File: src/sv/ttb_pkg.sv
// Package for the timer table bank: command codes, status codes and the
// control/status structs between controller and datapath. No dependencies.
package ttb_pkg;

  typedef enum logic [2:0] {
    OP_CREATE  = 3'd0,
    OP_PEEK    = 3'd1,
    OP_CHECK   = 3'd2,
    OP_EDIT    = 3'd3,
    OP_RESTART = 3'd4,
    OP_KILL    = 3'd5,
    OP_TICK    = 3'd6,
    OP_CLEAR   = 3'd7
  } op_t;

  localparam logic [1:0] ST_OK        = 2'd0;
  localparam logic [1:0] ST_NOT_FOUND = 2'd1;
  localparam logic [1:0] ST_FULL      = 2'd2;

  // Commands from the controller to the datapath.
  typedef struct packed {
    logic load;      // capture the command beat
    logic scan;      // step the scan index and read one entry
    logic finish;    // finish the command and present the result
  } ctrl_t;

  // Status from the datapath to the controller.
  typedef struct packed {
    logic scan_last; // the entry being read is the last one to visit
  } stat_t;

endpackage

File: src/sv/ttb_ctrl.sv
// Controller of the timer table bank: sequences load, scan and finish.
// Depends on ttb_pkg.
module ttb_ctrl (
  input  logic           clk,
  input  logic           rst,
  input  logic           start,
  output logic           busy,
  input  ttb_pkg::stat_t stat,
  output ttb_pkg::ctrl_t ctrl
);

  localparam logic [1:0] S_IDLE = 2'd0;
  localparam logic [1:0] S_SCAN = 2'd1;
  localparam logic [1:0] S_DONE = 2'd2;

  logic [1:0] state;
  logic [1:0] state_next;

  always_comb begin
    state_next = state;
    ctrl = '0;
    unique case (state)
      S_IDLE: begin
        if (start) begin
          ctrl.load = 1'b1;
          state_next = S_SCAN;
        end
      end
      S_SCAN: begin
        ctrl.scan = 1'b1;
        if (stat.scan_last) state_next = S_DONE;
      end
      S_DONE: begin
        ctrl.finish = 1'b1;
        state_next = S_IDLE;
      end
      default: state_next = S_IDLE;
    endcase
  end

  assign busy = (state != S_IDLE);

  always_ff @(posedge clk) begin
    if (rst) state <= S_IDLE;
    else state <= state_next;
  end

endmodule

File: src/sv/ttb_dpath.sv
// Datapath of the timer table bank: the three entry memories, the scan over
// them with compaction for kill, and the result registers. Depends on ttb_pkg.
module ttb_dpath #(
  parameter int TABLE_DEPTH = 16,
  parameter int ID_WIDTH    = 16,
  parameter int TIME_WIDTH  = 32
) (
  input  logic                  clk,
  input  logic                  rst,
  input  ttb_pkg::ctrl_t        ctrl,
  output ttb_pkg::stat_t        stat,
  input  logic [2:0]            op,
  input  logic [15:0]           tmr_id,
  input  logic [31:0]           amount,
  output logic                  done,
  output logic [1:0]            status,
  output logic [31:0]           elapsed,
  output logic                  expired,
  output logic [4:0]            entry_count
);

  localparam int IW = (TABLE_DEPTH > 1) ? $clog2(TABLE_DEPTH) : 1;
  localparam int CW = $clog2(TABLE_DEPTH + 1);
  localparam logic [TIME_WIDTH-1:0] TMAX = '1;

  logic [ID_WIDTH-1:0]   mem_id   [TABLE_DEPTH];
  logic [TIME_WIDTH-1:0] mem_el   [TABLE_DEPTH];
  logic [TIME_WIDTH-1:0] mem_tg   [TABLE_DEPTH];

  logic [2:0]            cmd_op;
  logic [ID_WIDTH-1:0]   cmd_id;
  logic [TIME_WIDTH-1:0] cmd_amt;
  logic [CW-1:0]         used;
  logic [CW-1:0]         rd;      // read pointer of the scan
  logic [CW-1:0]         wr;      // write pointer for compaction
  logic                  found;
  logic [1:0]            res_st;
  logic [TIME_WIDTH-1:0] res_el;
  logic                  res_ex;

  logic [IW-1:0]         ri, wi;
  logic [ID_WIDTH-1:0]   cur_id;
  logic [TIME_WIDTH-1:0] cur_el, cur_tg;
  logic                  in_range, hit, first_hit;
  logic [TIME_WIDTH:0]   sum;
  logic [TIME_WIDTH-1:0] sat;

  assign ri       = rd[IW-1:0];
  assign wi       = wr[IW-1:0];
  assign in_range = (rd < used);
  assign cur_id   = mem_id[ri];
  assign cur_el   = mem_el[ri];
  assign cur_tg   = mem_tg[ri];
  assign hit      = in_range && (cur_id == cmd_id);
  assign first_hit = hit && !found;
  assign sum      = {1'b0, cur_el} + {1'b0, cmd_amt};
  assign sat      = sum[TIME_WIDTH] ? TMAX : sum[TIME_WIDTH-1:0];

  // Create, clear and an empty table need no visit; other ops visit every entry.
  always_comb begin
    stat.scan_last = 1'b1;
    if (cmd_op != ttb_pkg::OP_CREATE && cmd_op != ttb_pkg::OP_CLEAR)
      stat.scan_last = (rd + CW'(1) >= used);
  end

  always_ff @(posedge clk) begin
    if (ctrl.scan) begin
      unique case (cmd_op)
        ttb_pkg::OP_CREATE: begin
          if (used < CW'(TABLE_DEPTH)) begin
            mem_id[used[IW-1:0]] <= cmd_id;
            mem_el[used[IW-1:0]] <= '0;
            mem_tg[used[IW-1:0]] <= cmd_amt;
          end
        end
        ttb_pkg::OP_CHECK: begin
          if (first_hit && cur_tg <= cur_el) mem_el[ri] <= '0;
        end
        ttb_pkg::OP_EDIT: begin
          if (first_hit) mem_tg[ri] <= cmd_amt;
        end
        ttb_pkg::OP_RESTART: begin
          if (first_hit) mem_el[ri] <= '0;
        end
        ttb_pkg::OP_KILL: begin
          if (in_range && !hit) begin
            mem_id[wi] <= cur_id;
            mem_el[wi] <= cur_el;
            mem_tg[wi] <= cur_tg;
          end
        end
        ttb_pkg::OP_TICK: begin
          if (in_range) mem_el[ri] <= sat;
        end
        default: ;
      endcase
    end
  end

  always_ff @(posedge clk) begin
    if (ctrl.load) begin
      cmd_op  <= op;
      cmd_id  <= ID_WIDTH'(tmr_id);
      cmd_amt <= TIME_WIDTH'(amount);
      rd      <= '0;
      wr      <= '0;
      res_el  <= '0;
      res_ex  <= 1'b0;
    end
    if (ctrl.scan) begin
      rd <= rd + CW'(1);
      if (in_range && !hit) wr <= wr + CW'(1);
      if (first_hit && cmd_op == ttb_pkg::OP_PEEK) res_el <= cur_el;
      if (first_hit && cmd_op == ttb_pkg::OP_CHECK && cur_tg <= cur_el)
        res_ex <= 1'b1;
    end
  end

  always_ff @(posedge clk) begin
    if (rst) begin
      used  <= '0;
      found <= 1'b0;
      done  <= 1'b0;
    end else begin
      done <= ctrl.finish;
      if (ctrl.load) found <= 1'b0;
      if (ctrl.scan && hit) found <= 1'b1;
      if (ctrl.finish) begin
        res_st <= ttb_pkg::ST_OK;
        unique case (cmd_op)
          ttb_pkg::OP_CREATE: begin
            if (used >= CW'(TABLE_DEPTH)) res_st <= ttb_pkg::ST_FULL;
            else used <= used + CW'(1);
          end
          ttb_pkg::OP_CLEAR: used <= '0;
          ttb_pkg::OP_TICK: ;
          ttb_pkg::OP_KILL: begin
            if (!found) res_st <= ttb_pkg::ST_NOT_FOUND;
            else used <= wr;
          end
          default: if (!found) res_st <= ttb_pkg::ST_NOT_FOUND;
        endcase
      end
    end
  end

  assign status      = res_st;
  assign elapsed     = done ? 32'(res_el) : '0;
  assign expired     = done & res_ex;
  assign entry_count = 5'(used);

endmodule

File: src/sv/timer_table_bank.sv
// Top level of the timer table bank: joins controller and datapath.
// Depends on ttb_pkg, ttb_ctrl and ttb_dpath.
//
//   channel   signals                               beat taken
//   command   start, op, tmr_id, amount             start && !busy
//   result    done, status, elapsed, expired,       done (one cycle)
//             entry_count
//
// A command passes through the accept cycle, one scan step per held entry
// with at least one scan step, the finish cycle and the result cycle.
// Create and clear take a single step, as does any command on an empty
// table; peek, check, edit, restart, kill and tick walk every held entry
// through the single read port of the entry memories. The result beat
// shows in the cycle after the controller finishes, and busy stays high
// through the result beat and falls after it. Reset empties the table at
// once; entry contents are not cleared. The receiver cannot stall.
module timer_table_bank #(
  parameter int TABLE_DEPTH = 16,
  parameter int ID_WIDTH    = 16,
  parameter int TIME_WIDTH  = 32
) (
  input  logic        clk,
  input  logic        rst,
  input  logic        start,
  output logic        busy,
  input  logic [2:0]  op,
  input  logic [15:0] tmr_id,
  input  logic [31:0] amount,
  output logic        done,
  output logic [1:0]  status,
  output logic [31:0] elapsed,
  output logic        expired,
  output logic [4:0]  entry_count
);

  ttb_pkg::ctrl_t ctrl;
  ttb_pkg::stat_t stat;
  logic           fsm_busy;

  // Busy also covers the cycle in which the result beat is shown, so a new
  // command never meets a datapath still writing its result.
  ttb_ctrl u_ctrl (
    .clk  (clk),
    .rst  (rst),
    .start(start && !done),
    .busy (fsm_busy),
    .stat (stat),
    .ctrl (ctrl)
  );

  assign busy = fsm_busy | done;

  ttb_dpath #(
    .TABLE_DEPTH(TABLE_DEPTH),
    .ID_WIDTH   (ID_WIDTH),
    .TIME_WIDTH (TIME_WIDTH)
  ) u_dpath (
    .clk        (clk),
    .rst        (rst),
    .ctrl       (ctrl),
    .stat       (stat),
    .op         (op),
    .tmr_id     (tmr_id),
    .amount     (amount),
    .done       (done),
    .status     (status),
    .elapsed    (elapsed),
    .expired    (expired),
    .entry_count(entry_count)
  );

endmodule

File: config.mk
export PLATFORM = sky130hd
export DESIGN_NAME = timer_table_bank
export DESIGN_NICKNAME = d
export VERILOG_FILES = /design/src/sv/ttb_pkg.sv /design/src/sv/ttb_ctrl.sv /design/src/sv/ttb_dpath.sv /design/src/sv/timer_table_bank.sv
export SDC_FILE = /design/constraint.sdc
export NUM_CORES = 1
export LEC_CHECK = 0
export BUFFER_PORTS_ARGS = -buffer_cell sky130_fd_sc_hd__buf_2
export CAP_MARGIN = 5
export CELL_PAD_IN_SITES_DETAIL_PLACEMENT = 0
export CELL_PAD_IN_SITES_GLOBAL_PLACEMENT = 1
export CORE_ASPECT_RATIO = 1.5
export CORE_MARGIN = 1.5
export CORE_UTILIZATION = 28
export DETAILED_ROUTE_END_ITERATION = 8
export PLACE_DENSITY_LB_ADDON = 0.1
export SYNTH_ARGS = -nofsm -noshare
export SYNTH_HDL_FRONTEND = slang
export SYNTH_SLANG_ARGS = --single-unit
File: constraint.sdc
create_clock -name clk -period 8.41 [get_ports clk]
set_input_delay 1.2615 -clock clk [delete_from_list [all_inputs] [get_ports clk]]
set_output_delay 1.2615 -clock clk [all_outputs]
set_load 0.005 [all_outputs]
# Word level (Yosys, flattened, before mapping)
# Memory sizes are Yosys's and may differ from the RTL's. A register that Yosys moved wholly into a read port is not among the register bits.
# Index checks and enable logic that the tools add are counted.
# op_classes
add_sub_neg,4
magnitude_cmp,5
eq_ne,15
n_mux,72
bitwise,5
reduce_logical,29
# op_table
op,n
$mux W32,11
$reduce_or A32 Y1,4
$mux W1,39
$mux W5,7
$add A32 B32 Y33,1
$le A32 B32 Y1,1
$mux W4,8
$eq A16 B16 Y1,1
$mux W16,1
$reduce_or A16 Y1,1
$add A5 B1 Y5 const B,3
$pmux W5 S3,1
$eq A3 B3 Y1 const B,4
$logic_and A1 B1 Y1,10
$pmux W2 S2,2
$eq A3 B2 Y1 const B,2
$mux W2,3
$reduce_bool A2 Y1,3
$reduce_bool A3 Y1,2
$ge A5 B5 Y1,1
$ge A5 B5 Y1 const B,1
$lt A5 B5 Y1,1
$lt A5 B5 Y1 const B,1
$ne A2 B1 Y1 const B,2
other kinds (14),20
# totals
regBits,105
mem_bits_rw,1280
inputBits,54
output_inout_bits,42
elab_cells,145
n_memories,3
# mem_list
memory,depth,word_bits,read_ports,rd_ports_with_merged_regs,write_ports,line_no,source
u_dpath.mem_el,16,32,1,1,1,ttb_dpath.sv:27,logic [TIME_WIDTH-1:0] mem_el [TABLE_DEPTH];
u_dpath.mem_tg,16,32,1,1,1,ttb_dpath.sv:28,logic [TIME_WIDTH-1:0] mem_tg [TABLE_DEPTH];
u_dpath.mem_id,16,16,1,1,1,ttb_dpath.sv:26,logic [ID_WIDTH-1:0] mem_id [TABLE_DEPTH];

# Longest topological paths before layout
# Gate-level depths: netlist (run 1).
# depth
word_depth,13
depth_mapped,23
ltp_nobuf,17

# Hierarchy
# Synthesis (run 1) repeated with hierarchy kept, for this count alone.
# unflattened
hier_cells,2824
area_unflattened_um2,56629.3
# modules_own_cells
mod,instances,cells_per_inst,area_each_um2,seq_area_each_um2
ttb_dpath,1,2810,56510.4,41159.5
ttb_ctrl,1,12,103.8,40.0
timer_table_bank,1,2,15.0,0.0

# Worst setup path before layout (run 1)
# OpenSTA, ideal clock, no wires.
# synth_path
path_kind,flip-flop to flip-flop
startpoint,register with a tool-made name
endpoint,memory u_dpath.mem_el[0][0] (enable)
setup_time_ns,0.461
arrival_ns,7.856
t_required_ns,7.949
path_slack_ns,0.093
path_stages_with_launch,21
n_path_buf,6
synth_period_minus_slack_ns,8.317
cell_sequence,dfxtp_1 > buf_2 > buf_2 > buf_2 > buf_2 > buf_1 > buf_1 > mux4_2 > mux4_2 > ha_1 > a21o_1 > a21o_1 > a21oi_1 > o21ai_0 > o31ai_1 > and3_1 > o211ai_2 > and2_1 > a221o_1 > or2_1 > nor3_1
# synth_rtl
element,line_no
to (decl),ttb_dpath.sv:27

==> impl_metrics.ini, run 1 <==
[critical_path]
cp.required_ps = 8710
cp_slowest_stage_delay_ps = 920
crit_path_top_delay_cell = a2111oi_0
crit_arrival_ps = 7770
endpoint_kind = flip-flop
crit_type = flip-flop to flip-flop
cp-start-kind = flip-flop
timing.critical_path.mode_cell = buf_4
crit_path_max_fanout = 28
worstPathCellList = buf_4, mux4_2, nand2_1, nand2_1, o21ai_0, buf_4, inv_1, ha_1, nor2b_1, o21ai_0, a21boi_0, nor3_1, o31ai_1, buf_4, a2111oi_0, nor3b_1, o311ai_0, a211o_1, o221ai_1

[die]
core_area_mm2 = 0.202
die-height_um = 555
initial_core_util_pct = 28.2
fp.dieArea_mm2 = 0.206
io_pins = 96
die-width_um = 371
row_count = 202

[yosys]
synth_top_family_by_area = multiplexers
yosysSeqAreaShare_pct = 72.4
syn_inst = 3094
synth_compound_area_share_pct = 3.76
synthSimpleGateAreaFrac_pct = 4.97
ys_async_sr_fraction_pct = 0
synthFlopType = edfxtp_1
synth-xor-area-share_pct = 0.970
syn-cell-area_mm2 = 0.0569
synthesis.nets = 3226
muxShareOfSynthArea_pct = 14.6
ys_ff_latch = 1389
synthAdderAreaFrac_pct = 1.73
synth_area_leaders = edfxtp_1 71%, mux4_2 13%, nand2_1 2.0%
synth_area_leader_cell = edfxtp_1
synth_warnings = 0
syn_avg_cell_area_um2 = 18.4
synth_cell_types = 65
synth_edf_count = 1338
yosysTopAreaCellShare_pct = 70.6

[routing]
dr.first_iter.drc_count = 2208
dr_total_vias = 29903
dr.pass1.iters = 7
antenna_left = 0
drcViolationCount = 0
post_drt_via_cell_ratio = 4.89
routed_wl_um = 174000
wl_per_cell_um = 28.5

[global_routing]
antenna_found_initial = 3
grt_max_degree = 84
grt_pass1_wl_um = 247000
track_usage_pct = 17.0
overflow = 0
grt_pass1_vias = 32240

[timing]
setup_viol = 0
rsz0062_at_grt = no
hold_violations = 0
skew_ps = 54.7
drv_slew = 0
tns_ps = 0
slew_headroom_pct = 19.4
whs_ps = 470
layout_setup_ws_ps = 937
worstMarginPinSlew_ps = 1210
layout_min_cycle_time_ps = 7470
clock.fmax_mhz = 134
finalCritPeriodShare_pct = 88.9

[place]
dp_hpwl_um = 108000
portBuffers = 95
routabilityCongestion = 0.776
placement.setup.worst_slack_ps = 899

[power_and_ir_drop]
power_density_mw_per_mm2 = 266
total_power_w = 0.0178
peakVddDrop_v = 0.000145
leakage_nw = 21.4

[status]
status = completed

[clock_tree]
htree_levels = 4
cts-buffers-inserted = 153
cts_tree = built
cts_hold_buf = 0
clock_latency_ps = 810
cts.sinks = 1389
clockBufferDepth = 4
cts_root_buffer = clkbuf_16
cts_resized = 0
cts_setup_buffers = 0
clkTransAtPathRegs_ps = 60

[finish]
seqCellArea_mm2 = 0.0412
filler_cell_count = 19128
nets = 3482
multi_input_area_mm2 = 0.0152
final_layout_size_suffix_gt1_share_pct = 25.7
syn2layout_area_growth_pct = 17.6

[worst_hold_path]
hp-class = flip-flop to flip-flop

[flow_run]
max-cap-violations = 0
==> cells by family after synthesis <==
family	Yosys count
compound gates	323
mux	406
xor+xnor	63
flops	1389
buf+inv	211
fa+ha+maj	78
simple gates	624
==> path summary, 6_finish.rpt <==
check,startpoint,end,slack [ps],cells past startpoint
setup / recovery,flip-flop,u_dpath.mem_el[4][17]$_DFFE_PP_,940,19
hold / removal,u_dpath.res_ex$_DFF_P_,u_dpath.res_ex$_DFF_P_,470,2
setup reg to reg,flip-flop,u_dpath.mem_el[4][17]$_DFFE_PP_,940,19
hold reg to reg,u_dpath.res_ex$_DFF_P_,u_dpath.res_ex$_DFF_P_,470,2
==> flip-flops by register name, summed over array words and instances (netlist names), named ones only <==
| signal | flops |
|---|---|
| u_dpath.entry_count | 5 |
| u_dpath.found | 1 |
| u_dpath.wr | 5 |
| u_dpath.mem_tg | 512 |
| u_dpath.res_el | 32 |
| u_dpath.rd | 5 |
| u_dpath.cmd_amt | 32 |
| u_dpath.cmd_id | 16 |
| u_ctrl.state | 2 |
| u_dpath.mem_id | 256 |
| u_dpath.status | 2 |
| u_dpath.res_ex | 1 |
| u_dpath.done | 1 |
| u_dpath.mem_el | 512 |
| u_dpath.cmd_op | 3 |
==> layout make-up <==
cell class | count | area share (%)
Antenna cell | 1 | 0.00374
Clock buffer | 178 | 5.94
Clock inverter | 86 | 1.34
Inverter | 56 | 0.324
Multi-Input combinational cell | 1494 | 22.7
Sequential cell | 1389 | 61.6
Tap cell | 2652 | 4.96
Timing Repair Buffer | 256 | 3.10
==> layer usage <==
| metal | share of wire [%] | up-vias | track usage (%) |
|---|---|---|---|
| li1 | - | 12960 | - |
| met1 | 41 | 15968 | 21.0 |
| met2 | 52 | 716 | 30.3 |
| met3 | 3.9 | 259 | 2.30 |
| met4 | 3.2 | 0 | 5.63 |
| met5 | 0 | - | 0 |
==> worst max-delay path, delay by kind of cell, from the launching register on <==
family	cells	cell delay (ps)
compound gates	8	3530
mux	1	540
flops	1	820
buf+inv	4	870
fa+ha+maj	1	310
simple gates	5	800
==> cell usage in the layout (no fill, tap or decap), types with 17 or more instances in the layout <==
| cell type | count |
|---|---|
| edfxtp_1 | 1338 |
| mux4_2 | 337 |
| nand2_1 | 305 |
| clkbuf_16 | 155 |
| buf_4 | 130 |
| o21ai_0 | 105 |
| buf_2 | 95 |
| ha_1 | 77 |
| nand3_1 | 76 |
| mux2i_1 | 57 |
| inv_1 | 54 |
| nor2_1 | 51 |
| a21oi_1 | 49 |
| dfxtp_1 | 47 |
| and2_1 | 41 |
| a21o_1 | 39 |
| nor2_4 | 38 |
| xnor2_1 | 34 |
| buf_12 | 31 |
| xor2_1 | 29 |
| clkinv_1 | 28 |
| o221ai_1 | 24 |
| a22oi_1 | 23 |
| clkinv_2 | 22 |
| clkbuf_1 | 22 |
| bufinv_16 | 17 |
==> power breakdown <==
group	internal, W	switching [W]	leakage, nW
clock	0.00390	0.00277	2.36
sequential	0.00768	0.000127	12.3
combinational	0.00133	0.00195	6.81
==> per-stage QoR <==
step | utilization, % | std cells | area [um2]
after floorplan | - | 3094 | 56900
after global placement | 30.7 | 5847 | 62000
after detailed placement | 30.7 | 5847 | 62000
after CTS | 33.1 | 6111 | 66900
after global routing | 33.1 | 6112 | 66900
final | 33.1 | 6112 | 66900
==> cell usage after synthesis (12+ instances only) <==
master    number
mux4_2       337
xor2_1        29
a211oi_1      12
a21oi_1       49
o221ai_1      24
xnor2_1       34
buf_1         44
nor3_1        24
inv_1         55
ha_1          77
buf_2         19
edfxtp_1    1338
nand2_1      307
dfxtp_1       51
nand3_1       76
o21ai_0      107
clkbuf_1      85
nand4_1       15
and2_1        42
nor2_1        89
a21o_1        39
a22oi_1       23
mux2i_1       57
nand2b_1      12
Note: power is estimated with default switching activity, not from simulation.
==> run 2, diff against run 1 <==
--- a/config.mk
+++ b/config.mk
@@ -16,4 +16,5 @@
 export PLACE_DENSITY_LB_ADDON = 0.1
 export SYNTH_ARGS = -nofsm -noshare
 export SYNTH_HDL_FRONTEND = slang
+export SYNTH_HIERARCHICAL = 1
 export SYNTH_SLANG_ARGS = --single-unit
==> impl_metrics.ini, run 2 <==
[yosys]
synthesis.nets = 2956
yosysSeqAreaShare_pct = 72.8
syn-cell-area_mm2 = 0.0566
yosysTopAreaCellShare_pct = 71.0
synth_most_common_cell = edfxtp_1
synth_cell_types = 72
synth_area_leaders = edfxtp_1 71%, mux4_2 15%, dfxtp_1 1.8%
syn_inst = 2824
synth_edf_count = 1338
synthFlopType = edfxtp_1
synthTopCellsByCount = 1338 x edfxtp_1, 385 x mux4_2, 92 x o21ai_0
synth_area_leader_cell = edfxtp_1
syn_avg_cell_area_um2 = 20.1
synth_warnings = 6
ys_ff_latch = 1389
ys_async_sr_fraction_pct = 0

[routing]
routed_wl_um = 173000
antenna_left = 0
drcViolationCount = 10
dr.pass1.iters = 7
highest_layer = met4
met2_length_um = 90600
wl_per_cell_um = 29.6
dr.first_iter.drc_count = 2083
wl_met1_um = 70400
dr_total_vias = 28677
dr_wl_met3_um = 7800
post_drt_via_cell_ratio = 4.90

[timing]
tns_ps = 0
clock.fmax_mhz = 131
drv_slew = 0
hold_violations = 0
worstMarginPinSlew_ps = 1040
skew_ps = 51.9
layout_min_cycle_time_ps = 7630
finalCritPeriodShare_pct = 90.8
setup_viol = 0
rsz0062_at_grt = no
layout_setup_ws_ps = 778
slew_headroom_pct = 30.1

[global_routing]
antenna_found_initial = 17
grt_pass1_wl_um = 242000
overflow = 0
grt_pass1_vias = 30493
track_usage_pct = 16.9
grt_max_degree = 88

[finish]
final_layout_size_suffix_gt1_share_pct = 29.7
reg.largest.list = u_dpath/mem_el (512), u_dpath/mem_tg (512), u_dpath/mem_id (256)
final_common_cell = edfxtp_1
most-common-layout-cells = 1338 x edfxtp_1, 385 x mux4_2, 159 x clkbuf_16
final_util_pct = 33.0
nets = 3205
filler_cell_count = 19078
syn2layout_area_growth_pct = 17.4

[critical_path]
crit_family = simple AND/OR/NAND/NOR gates
cp-start-kind = flip-flop
worstPathCellList = buf_4, mux4_2, mux4_2, inv_1, ha_1, nand4_1, nor4_1, o311ai_0, a41oi_1, a21oi_1, a21boi_1, mux2i_1, mux2_1, nand2_1, nor2_4, buf_4
cp_slowest_stage_delay_ps = 820
crit_buf_inv = 3
crit_type = flip-flop to flip-flop
endpoint_kind = flip-flop
crit_arrival_ps = 8090
crit_path_top_delay_cell = nor4_1
crit_path_max_fanout = 30
cp.required_ps = 8860

[clock_tree]
cts.sinks = 1389
cts_resized = 0
cts-buffers-inserted = 157
cts_root_buffer = clkbuf_16
clock_latency_ps = 810
cts_tree = built
cts_setup_buffers = 0
clkTransAtPathRegs_ps = 70
cts_hold_buf = 0
clockBufferDepth = 4
htree_levels = 4

[power_and_ir_drop]
power_frac_clock_pct = 33.9
switching_share_pct = 30.0
p_sw_w = 0.00595
p_comb_share_pct = 25.8
p_seq_share_pct = 40.3
p_int_w = 0.0139
leakage_nw = 20.6
power_density_mw_per_mm2 = 298
total_power_w = 0.0198
peakVddDrop_v = 0.000154

[worst_hold_path]
worstHoldStart = u_dpath/res_ex$_DFF_P_
hp-class = flip-flop to flip-flop

[die]
initial_core_util_pct = 28.1
die-width_um = 370
core_area_mm2 = 0.201
io_pins = 96
row_count = 202
fp.dieArea_mm2 = 0.205
die-height_um = 554

[status]
violations = DRC
status = finished, violations left

[place]
routabilityCongestion = 0.748
placement.setup.worst_slack_ps = 764
portBuffers = 95
dp_hpwl_um = 108000

[flow_run]
max-cap-violations = 0
run 2: cell types whose count changed in the layout (fill, tap and decap cells not counted), moves of 21 or more:
cell      change
a22oi_1      -21
nand3_1      -57
o221ai_1     -23
nand2_1     -214
buf_4        -22
mux2_2       +39
nand3b_1     +27
nor3_1       +31
mux4_2       +48
run 2: cell families (layout without fill, tap and decap cells):
group / Yosys count / count (layout) / synth area share (%)
xor+xnor: 63 / 63 / 0.974
buf+inv: 192 / 557 / 1.35
other cells: 0 / 9 / 0
simple gates: 382 / 382 / 3.50
fa+ha+maj: 78 / 78 / 1.74
flops: 1389 / 1389 / 72.8
mux: 478 / 478 / 17.1
compound gates: 242 / 242 / 2.60
run 2: final timing paths:
path,slack [ps],cells after the start,to
worst max-delay path,780,16,u_dpath/mem_el[5][15]$_DFFE_PP_
worst min-delay path,500,2,u_dpath/res_ex$_DFF_P_
worst max register to register,780,16,u_dpath/mem_el[5][15]$_DFFE_PP_
worst min register to register,500,2,u_dpath/res_ex$_DFF_P_
run 2: cell type report:
cell class | count | area (um2) | area share [%]
sequential | 1389 | 41200 | 62.0
antenna | 9 | 22.5 | 0.0339
inverter | 56 | 210 | 0.316
tap | 2652 | 3320 | 4.99
clock buffer | 205 | 4240 | 6.38
clock inverter | 70 | 687 | 1.03
multi-input combinational | 1243 | 15000 | 22.6
timing repair buffer | 226 | 1750 | 2.63
run 2: per-stage QoR:
stage                     hold WS [ps]  area, um2  std cells
after floorplan                    435      56600       2824
after global placement             477      61500       5566
after detailed placement           481      61500       5566
after CTS                          506      66500       5841
after global routing               527      66500       5847
final                              505      66500       5850
run 2: power groups by stage:
stage	sequential [W]	clock (W)	combinational, W
2_1_floorplan	0.00795	0	0.00354
3_3_place_gp	0.00815	0	0.00521
3_5_place_dp	0.00815	0	0.00522
4_1_cts	0.00800	0.00695	0.00525
5_1_grt	0.00800	0.00716	0.00556
6_report	0.00799	0.00672	0.00511
run 2: routing by layer:
| layer | up-vias | global-route usage (%) |
|---|---|---|
| met5 | - | 0 |
| met4 | 0 | 5.06 |
| met3 | 232 | 2.68 |
| met2 | 665 | 29.7 |
| met1 | 15638 | 21.0 |
| li1 | 12142 | - |
run 2: worst reg2reg max path, stage by stage (launching register included):
cell and delay, ps:
dfxtp_4 680, buf_4 640, mux4_2 620, mux4_2 570, inv_1 110, ha_1 140, nand4_1 370, nor4_1 820
o311ai_0 420, a41oi_1 570, a21oi_1 150, a21boi_1 460, mux2i_1 310, mux2_1 200, nand2_1 250, nor2_4 570
buf_4 390
